`src/hw/rtl/lkvc_pkg.sv`:
```
// ----------------------------------------------------------------------------
// lkvc_pkg
// shared types and constants of the lru key-value cache: sizes, codes and the
// command that the top level broadcasts to the row of slot cells
// ----------------------------------------------------------------------------
`timescale 1ns / 1ps

package lkvc_pkg;

    // sizes
    localparam int ENTRIES   = 16;
    localparam int KEY_BITS  = 64;
    localparam int IN_KEY_BITS = 64;
    localparam int DATA_BITS = 64;
    localparam int RANK_BITS = (ENTRIES > 1) ? $clog2(ENTRIES) : 1;
    localparam int CNT_BITS  = $clog2(ENTRIES + 1);
    localparam int CAP_BITS  = 5;
    localparam int CMP_BITS  = (CNT_BITS > CAP_BITS) ? CNT_BITS : CAP_BITS;

    // configuration port
    localparam int ADDR_BITS = 3;
    localparam int APB_DATA_BITS = 32;
    localparam logic [ADDR_BITS-1:0] ADDR_CAPACITY = 3'd0;
    localparam logic [CAP_BITS-1:0]  CAPACITY_RESET = 5'd16;

    // item codes
    localparam logic OP_LOOKUP   = 1'b0;
    localparam logic OP_INSERT   = 1'b1;
    localparam logic STATUS_OK   = 1'b0;
    localparam logic STATUS_MISS = 1'b1;

    // sequencer states
    typedef enum logic
    {
        ST_IDLE,
        ST_BUSY
    } state_t;

    // command broadcast to every slot cell
    typedef struct packed
    {
        logic                 fire;
        logic                 insert;
        logic                 hit_any;
        logic [RANK_BITS-1:0] hit_rank;
        logic                 evict_en;
        logic [RANK_BITS-1:0] evict_rank;
    } cell_cmd_t;

endpackage

```
`src/hw/rtl/lkvc_cell.sv`:
```
// ----------------------------------------------------------------------------
// lkvc_cell
// one cache slot: valid mark, key tag, data word and recency rank, with its
// own tag compare and its link in the free-slot claim chain
// ----------------------------------------------------------------------------
`timescale 1ns / 1ps

module lkvc_cell
(
    input  logic                          clk,
    input  logic                          rst_n,
    input  lkvc_pkg::cell_cmd_t           cmd,
    input  logic [lkvc_pkg::KEY_BITS-1:0] key,
    input  logic [lkvc_pkg::DATA_BITS-1:0] data,
    input  logic                          claim_in,
    output logic                          claim_out,
    output logic                          hit,
    output logic [lkvc_pkg::DATA_BITS-1:0] hit_value,
    output logic [lkvc_pkg::RANK_BITS-1:0] hit_rank
);

    logic                            valid_reg;
    logic                            valid_next;
    logic [lkvc_pkg::RANK_BITS-1:0]  rank_reg;
    logic [lkvc_pkg::RANK_BITS-1:0]  rank_next;
    logic [lkvc_pkg::KEY_BITS-1:0]   tag_reg;
    logic [lkvc_pkg::KEY_BITS-1:0]   tag_next;
    logic [lkvc_pkg::DATA_BITS-1:0]  value_reg;
    logic [lkvc_pkg::DATA_BITS-1:0]  value_next;
    logic                            evict_here;
    logic                            free_here;
    logic                            take;
    logic                            new_insert;

    // compare and claim chain
    always_comb
    begin
        hit        = valid_reg && (tag_reg == key);
        hit_value  = hit ? value_reg : '0;
        hit_rank   = hit ? rank_reg : '0;
        new_insert = cmd.insert && !cmd.hit_any;
        evict_here = cmd.evict_en && valid_reg && (rank_reg == cmd.evict_rank);
        free_here  = !valid_reg || evict_here;
        take       = new_insert && free_here && !claim_in;
        claim_out  = claim_in || free_here;
    end

    // slot update
    always_comb
    begin
        valid_next = valid_reg;
        rank_next  = rank_reg;
        tag_next   = tag_reg;
        value_next = value_reg;
        if (cmd.fire)
        begin
            if (cmd.hit_any)
            begin
                // hit: move to front, entries ahead of it slide back one place
                if (hit)
                begin
                    rank_next = '0;
                    if (cmd.insert)
                    begin
                        value_next = data;
                    end
                end
                else if (valid_reg && (rank_reg < cmd.hit_rank))
                begin
                    rank_next = rank_reg + 1'b1;
                end
            end
            else if (cmd.insert)
            begin
                // new key: lowest free slot takes it, the rest age by one
                if (take)
                begin
                    valid_next = 1'b1;
                    rank_next  = '0;
                    tag_next   = key;
                    value_next = data;
                end
                else if (evict_here)
                begin
                    valid_next = 1'b0;
                end
                else if (valid_reg)
                begin
                    rank_next = rank_reg + 1'b1;
                end
            end
        end
    end

    // control state
    always_ff @(posedge clk or negedge rst_n)
    begin
        if (!rst_n)
        begin
            valid_reg <= 1'b0;
            rank_reg  <= '0;
        end
        else
        begin
            valid_reg <= valid_next;
            rank_reg  <= rank_next;
        end
    end

    // payload
    always_ff @(posedge clk)
    begin
        tag_reg   <= tag_next;
        value_reg <= value_next;
    end

endmodule

```
`src/hw/rtl/lru_key_value_cache_top.sv`:
```
// ----------------------------------------------------------------------------
// lru_key_value_cache_top
// fully associative key-value cache with least-recently-used replacement
// ----------------------------------------------------------------------------
`timescale 1ns / 1ps

// In ST_IDLE the edge that accepts an item captures op, key and data; in ST_BUSY the
// key is compared against every slot cell at once and ranks, data and valid marks in
// the cell row are updated while the result is written to the output register. A
// result held by out_stall delays the update, so one item is in flight at a time; the
// next item is accepted while the previous result still waits. Reset clears all valid
// marks at once, so no clearing pass is needed.
module lru_key_value_cache_top
(
    input  logic                                  clk,
    input  logic                                  rst_n,
    // configuration port
    input  logic                                  psel,
    input  logic                                  penable,
    input  logic                                  pwrite,
    input  logic [lkvc_pkg::ADDR_BITS-1:0]        paddr,
    input  logic [lkvc_pkg::APB_DATA_BITS-1:0]    pwdata,
    output logic [lkvc_pkg::APB_DATA_BITS-1:0]    prdata,
    output logic                                  pready,
    // input items
    input  logic                                  in_valid,
    output logic                                  in_stall,
    input  logic                                  op,
    input  logic [lkvc_pkg::IN_KEY_BITS-1:0]      lookup_key,
    input  logic [lkvc_pkg::DATA_BITS-1:0]        write_data,
    // result items
    output logic                                  out_valid,
    input  logic                                  out_stall,
    output logic                                  status,
    output logic [lkvc_pkg::DATA_BITS-1:0]        read_data
);

    lkvc_pkg::state_t                  state_reg;
    lkvc_pkg::state_t                  state_next;
    logic [lkvc_pkg::CAP_BITS-1:0]     cap_reg;
    logic [lkvc_pkg::CNT_BITS-1:0]     count_reg;
    logic [lkvc_pkg::CNT_BITS-1:0]     count_next;
    logic                              op_reg;
    logic [lkvc_pkg::KEY_BITS-1:0]     key_reg;
    logic [lkvc_pkg::DATA_BITS-1:0]    data_reg;
    logic                              out_valid_reg;
    logic                              out_valid_next;
    logic                              status_reg;
    logic [lkvc_pkg::DATA_BITS-1:0]    read_data_reg;
    logic                              accept;
    logic                              fire;
    logic                              cfg_write;
    logic [lkvc_pkg::CMP_BITS-1:0]     eff_cap;
    logic [lkvc_pkg::CMP_BITS-1:0]     count_ext;
    lkvc_pkg::cell_cmd_t               cmd;
    logic [lkvc_pkg::ENTRIES:0]        claim;
    logic [lkvc_pkg::ENTRIES-1:0]      hit_vec;
    logic [lkvc_pkg::DATA_BITS-1:0]    hit_value_arr [lkvc_pkg::ENTRIES];
    logic [lkvc_pkg::RANK_BITS-1:0]    hit_rank_arr [lkvc_pkg::ENTRIES];
    logic [lkvc_pkg::DATA_BITS-1:0]    hit_value;
    logic [lkvc_pkg::RANK_BITS-1:0]    hit_rank;

    // configuration register
    assign pready    = 1'b1;
    assign cfg_write = psel && penable && pwrite;

    always_comb
    begin
        prdata = '0;
        if (paddr == lkvc_pkg::ADDR_CAPACITY)
        begin
            prdata = lkvc_pkg::APB_DATA_BITS'(cap_reg);
        end
    end

    always_ff @(posedge clk or negedge rst_n)
    begin
        if (!rst_n)
        begin
            cap_reg <= lkvc_pkg::CAPACITY_RESET;
        end
        else if (cfg_write && (paddr == lkvc_pkg::ADDR_CAPACITY))
        begin
            cap_reg <= pwdata[lkvc_pkg::CAP_BITS-1:0];
        end
    end

    // capacity clamped to 1 .. ENTRIES
    always_comb
    begin
        eff_cap   = lkvc_pkg::CMP_BITS'(cap_reg);
        count_ext = lkvc_pkg::CMP_BITS'(count_reg);
        if (cap_reg == '0)
        begin
            eff_cap = lkvc_pkg::CMP_BITS'(1);
        end
        else if (eff_cap > lkvc_pkg::CMP_BITS'(lkvc_pkg::ENTRIES))
        begin
            eff_cap = lkvc_pkg::CMP_BITS'(lkvc_pkg::ENTRIES);
        end
    end

    // handshake and sequencer
    assign in_stall  = (state_reg == lkvc_pkg::ST_BUSY);
    assign accept    = in_valid && !in_stall;
    assign out_valid = out_valid_reg;
    assign status    = status_reg;
    assign read_data = read_data_reg;

    always_comb
    begin
        state_next     = state_reg;
        fire           = 1'b0;
        out_valid_next = out_valid_reg && out_stall;
        case (state_reg)
            lkvc_pkg::ST_IDLE:
            begin
                if (accept)
                begin
                    state_next = lkvc_pkg::ST_BUSY;
                end
            end
            lkvc_pkg::ST_BUSY:
            begin
                if (!out_valid_reg || !out_stall)
                begin
                    fire           = 1'b1;
                    out_valid_next = 1'b1;
                    state_next     = lkvc_pkg::ST_IDLE;
                end
            end
            default:
            begin
                state_next = lkvc_pkg::ST_IDLE;
            end
        endcase
    end

    always_ff @(posedge clk or negedge rst_n)
    begin
        if (!rst_n)
        begin
            state_reg     <= lkvc_pkg::ST_IDLE;
            out_valid_reg <= 1'b0;
            count_reg     <= '0;
        end
        else
        begin
            state_reg     <= state_next;
            out_valid_reg <= out_valid_next;
            count_reg     <= count_next;
        end
    end

    // item capture
    always_ff @(posedge clk)
    begin
        if (accept)
        begin
            op_reg   <= op;
            key_reg  <= lookup_key[lkvc_pkg::KEY_BITS-1:0];
            data_reg <= write_data;
        end
    end

    // hit reduction over the cell row
    always_comb
    begin
        hit_value = '0;
        hit_rank  = '0;
        for (int i = 0; i < lkvc_pkg::ENTRIES; i++)
        begin
            hit_value = hit_value | hit_value_arr[i];
            hit_rank  = hit_rank | hit_rank_arr[i];
        end
    end

    // command to the cells and entry count
    always_comb
    begin
        cmd.fire       = fire;
        cmd.insert     = (op_reg == lkvc_pkg::OP_INSERT);
        cmd.hit_any    = |hit_vec;
        cmd.hit_rank   = hit_rank;
        cmd.evict_en   = fire && cmd.insert && !cmd.hit_any && (count_ext >= eff_cap);
        cmd.evict_rank = lkvc_pkg::RANK_BITS'(count_reg - 1'b1);
        count_next     = count_reg;
        if (fire && cmd.insert && !cmd.hit_any && !cmd.evict_en)
        begin
            count_next = count_reg + 1'b1;
        end
    end

    // result register
    always_ff @(posedge clk)
    begin
        if (fire)
        begin
            if (cmd.insert)
            begin
                status_reg    <= lkvc_pkg::STATUS_OK;
                read_data_reg <= '0;
            end
            else if (cmd.hit_any)
            begin
                status_reg    <= lkvc_pkg::STATUS_OK;
                read_data_reg <= hit_value;
            end
            else
            begin
                status_reg    <= lkvc_pkg::STATUS_MISS;
                read_data_reg <= '0;
            end
        end
    end

    // row of slot cells, free-slot claim passes from low to high index
    assign claim[0] = 1'b0;

    for (genvar g = 0; g < lkvc_pkg::ENTRIES; g++)
    begin : g_cell
        lkvc_cell u_cell
        (
            .clk       (clk),
            .rst_n     (rst_n),
            .cmd       (cmd),
            .key       (key_reg),
            .data      (data_reg),
            .claim_in  (claim[g]),
            .claim_out (claim[g+1]),
            .hit       (hit_vec[g]),
            .hit_value (hit_value_arr[g]),
            .hit_rank  (hit_rank_arr[g])
        );
    end

`ifndef SYNTH
    // stored keys stay distinct, so at most one slot hits
    assert property (@(posedge clk) disable iff (!rst_n)
        (state_reg == lkvc_pkg::ST_BUSY) |-> $countones(hit_vec) <= 1)
        else $error("more than one slot hit");

    // a new key always finds a free slot after any eviction
    assert property (@(posedge clk) disable iff (!rst_n)
        (fire && cmd.insert && !cmd.hit_any) |-> claim[lkvc_pkg::ENTRIES])
        else $error("new key found no free slot");

    // the entry count never exceeds the slot count
    assert property (@(posedge clk) disable iff (!rst_n)
        count_reg <= lkvc_pkg::CNT_BITS'(lkvc_pkg::ENTRIES))
        else $error("entry count overflow");

    // a fresh result only follows an update cycle
    assert property (@(posedge clk) disable iff (!rst_n)
        (out_valid_reg && !$past(out_valid_reg)) |-> $past(fire))
        else $error("result appeared without an update");
`endif

endmodule

```
`config.mk`:
```
export PLATFORM = sky130hd
export DESIGN_NAME = lru_key_value_cache_top
export DESIGN_NICKNAME = d
export VERILOG_FILES = /design/src/hw/rtl/lkvc_pkg.sv /design/src/hw/rtl/lkvc_cell.sv /design/src/hw/rtl/lru_key_value_cache_top.sv
export SDC_FILE = /design/constraint.sdc
export NUM_CORES = 2
export LEC_CHECK = 0
export BUFFER_PORTS_ARGS = -buffer_cell sky130_fd_sc_hd__buf_2
export CAP_MARGIN = 10
export CORE_ASPECT_RATIO = 0.6
export CORE_MARGIN = 3
export CORE_UTILIZATION = 25
export DETAILED_ROUTE_END_ITERATION = 10
export GPL_ROUTABILITY_DRIVEN = 0
export PLACE_DENSITY_LB_ADDON = 0.1
export SYNTH_ARGS = -nofsm -noshare
export SYNTH_HDL_FRONTEND = slang
export SYNTH_HIERARCHICAL = 1
export SYNTH_SLANG_ARGS = --single-unit
```
`constraint.sdc`:
```
create_clock -name clk -period 21.2 [get_ports clk]
set_clock_uncertainty 0.2 [all_clocks]
set_input_delay 5.3 -clock clk [delete_from_list [all_inputs] [get_ports clk]]
set_output_delay 5.3 -clock clk [all_outputs]
set_load 0.01 [all_outputs]
```
Word level (Yosys, flattened, before mapping) --
Cells that the tools add are included.
Word-level totals: register bits 2334, bits of input ports 171, output and inout port bits 100, word-level logic and storage cells 778
Operators by class: add/sub/neg operators 18, order comparisons 18, equality and inequality tests 96, muxes and demuxes 252, bitwise gates (word level) 32, reductions and logical operators 289
Operators by type and width (count):
- $mux W64 | 81
- $eq A64 B64 Y1 | 16
- $or A64 B64 Y64 | 15
- $mux W4 | 128
- $reduce_and A5 Y1 | 32
- $reduce_and A4 Y1 | 32
- $logic_and A1 B1 Y1 | 105
- $reduce_bool A2 Y1 | 33
- $add A4 B1 Y4 const B | 16
- $eq A4 B4 Y1 | 16
- $lt A4 B4 Y1 | 16
- $ne A2 B2 Y1 const B | 32
- $or A4 B4 Y4 | 15
- $ne A3 B2 Y1 const B | 16
- $ne A3 B3 Y1 const B | 16
- $reduce_bool A3 Y1 | 16
- $mux W1 | 39
- $logic_not A1 Y1 | 36
- $logic_or A1 B1 Y1 | 31
- $reduce_or A16 Y1 | 1
- $mux W5 | 3
- $add A5 B1 Y5 const B | 1
- $ge A5 B5 Y1 | 1
- $gt A5 B5 Y1 const B | 1
- other kinds (6) | 7

Logic depth before layout (Yosys ltp) --
depth after elaboration 29, gate-level depth with buffers 34, depth with buffers taken out 32

Modules after synthesis --
Netlist, hierarchy kept.
By module, submodules not included:
- lkvc_cell | times used 16, cells each 378, area each 5655.4 um^2, seq. area each 3968.8 um^2
- lru_key_value_cache_top | times used 1, cells each 648, area each 9761.9 um^2, seq. area each 6127.1 um^2

Worst setup path before layout --
No wires, ideal clock.
kind in2reg, from input port out_stall, to register g_cell[15].u_cell/tag_reg[0] (netlist name), enable pin, library setup time 0.507 ns, arrival 16.510 ns, required time 20.493 ns, setup slack 3.983 ns, stages 25, buffers on the path 0, cell sequence a21boi_1 > nand2_1 > nor3_1 > nand2_1 > a2111oi_0 > nand2_1 > nand2_1 > or2_2 > or2_2 > or2_2 > or2_2 > or2_2 > or2_2 > or2_2 > or2_2 > or2_2 > or2_2 > or2_2 > or2_2 > or2_2 > or2_2 > or2_2 > nor3_1 > nand2_1 > a21oi_1
RTL lines:
- from (decl) | RTL line lru_key_value_cache_top.sv:33 | input logic out_stall,
- to (signal assigned) | RTL line lkvc_cell.sv:113 | tag_reg <= tag_next;
- to (decl) | RTL line lkvc_cell.sv:26 | logic [lkvc_pkg::KEY_BITS-1:0] tag_reg;

==> summary.md <==
| Metric | Value |
|---|---|
| Clk sinks | 2,334 |
| Worst hold slack | 0.289 ns |
| Post-CTS Hold Buffers | 0 |
| Total negative slack | 0 ns |
| Drc violations | 0 |
| Die area | 409,000 um^2 |
| Worst path max stage delay | slightly above 0.7 ns |
| Gr usage total | 17.2% |
| Power per cell area | between 80 and 90 nW/um^2 |
| Status | complete, no violations |
| Placement Setup Slack | about 6.3 ns |
| Worst hold path class | register to register |
| Starting density of the core | 25.2% |
| Vias per cell | 4.80 |
| Initial antenna violation count | 55 |
| Crit path capture type | register |
| Placed Cells | 12,200 |
| CTS buffer count | between 200 and 250 |
| IO buf count | 215 |
| Num ports | 271 |
| Post-detailed-placement half-perimeter wirelength | 212,000 um |
| Largest net degree at the start of global routing | between 70 and 80 |
| CORE AREA | slightly below 400,000 um^2 |
| Routed wire length | ~360,000 um |
| Avg WL per Cell | 28.6 um |
| Crit-path max FO | 38 |
| Tmin final | 14.09 ns |
| Slew HR | 10.3% |
| Post-CTS setup buffers | 0 |
| Pleak | around 0.042 uW |
| Final setup viols | 0 |
| Startpoint types | input pin |
| Crit Path Class | input pin to register |
| YS warnings | 6 |
| Layout cells sized above 1 | ~14% |
| Fillcell total | 39,900 |
| CP Data Required Time | roughly 21 ns |
| Mapped Cells | 6,695 |
| Final WS setup | 7.11 ns |
| Synth Cell Area | 100,000 um^2 |
| CTS tree | done |
| Die Y | 496 um |
| Starting DRT DRC Count | 6,359 |
| Crit share post-route | 66.4% |
| Clock latency on the worst-skew pair | 0.95 ns |
| Worst Path Arrival | roughly 14 ns |
| Slew Limit Fails | 0 |
| Syn-to-layout area delta | 16.0% |
| Syn Area/Cell | 15.0 um^2 |
| First-pass DRT Iterations | 5 |
| Most common cell on crit path | or2_2 |
| Die Width | ~820 um |
| Cells resized by post-CTS repair | 0 |
| Routed Antenna Nets | 0 |
| Fmax | 71.0 MHz |
| Max Buffers Root-to-Sink | 4 |
| First-pass GRT wire length | 498,000 um |
| H-tree depth | 4 |
| Root Driver | clkbuf_16 |
| Max Cap Violations | 0 |
| Placement row count | 179 |
| Worst vdd ir | 65.7 uV |
| Post-Layout Cell Count | 12,700 |
| Vias | 61,000 |
| Grt ovf | 0 |
| Clk slew on worst S/H paths | 0.06 ns |
| Final #Nets | 7,379 |
| Slew of the pin with the lowest slew margin | 1.33 ns |
| Unrepaired setup endpoints after global routing | no |
| Final hold vios | 0 |
| Number of global-route vias before repair | 59,400 |
| CP max-delay cell | buf_4 |
==> placed cells by master (no fill, tap or decap), drive strengths merged, types with 49 or more instances in the layout <==
cell type	n
edfxtp	2242
and3	1106
xor2	450
buf	430
nor4	404
clkbuf	312
inv	269
xnor2	260
nor2b	242
nand2b	177
nand2	151
nand4	133
a2111oi	112
dfrtp	91
ha	71
clkinv	69
and2b	64
a41oi	64
nand3	51
a21oi	49
==> power by group <==
group	internal, uW	switching (uW)	total (uW)
logic	251	530	781
registers	5180	125	5310
clock network	2270	1870	4130
total	7700	2520	10200
==> worst max-delay path: cells and delay by family <==
kind	cells	cell delay, ns
AO/OA/AOI/OAI	3	0.36
buffers and inverters	4	1.67
AND/OR/NAND/NOR	22	6.80
==> stage by stage <==
stage               power (uW)  utilization (%)  instance area (um^2)
floorplan                 5810                -                100000
global placement          6190             27.4                109000
detailed placement        6190             27.4                109000
CTS                      10400             29.2                116000
global route             10600             29.2                116000
finish                   10200             29.2                116000
==> routing by layer <==
metal / up-vias / global-route usage (%) / share of wire (%)
li1: 26800 / - / -
met1: 31800 / 28.2 / 53
met2: 1995 / 23.4 / 39
met3: 355 / 2.84 / 6.3
met4: 4 / 2.83 / 1.5
met5: - / 0 / 0.0077
==> final cells by class <==
class | count | area [um^2] | share of cell area [%]
timing repair buffer | 430 | 2710 | 2.33
clock inverter | 101 | 887 | 0.763
inverter | 260 | 976 | 0.839
sequential | 2334 | 69600 | 59.9
clock buffer | 312 | 6360 | 5.47
multi-input combinational | 3870 | 29000 | 24.9
tap | 5339 | 6680 | 5.74
antenna | 40 | 100 | 0.0861
==> final timing paths <==
| path | startpoint | endpoint | slack (ns) | cells past startpoint |
|---|---|---|---|---|
| max | out_stall | g_cell[15].u_cell/value_reg[9] | 7.11 | 29 |
| min | count_ext[4] | count_ext[4] | 0.29 | 1 |
| max reg2reg | key_reg[31] | g_cell[15].u_cell/value_reg[9] | 7.55 | 35 |
| min reg2reg | count_ext[4] | count_ext[4] | 0.29 | 1 |
| max in group asynchronous | rst_n | g_cell[14].u_cell/valid_reg | 15.23 | 2 |
| min in group asynchronous | rst_n | g_cell[0].u_cell/valid_reg | 4.17 | 1 |
Note: power is estimated with default switching activity, not from simulation.
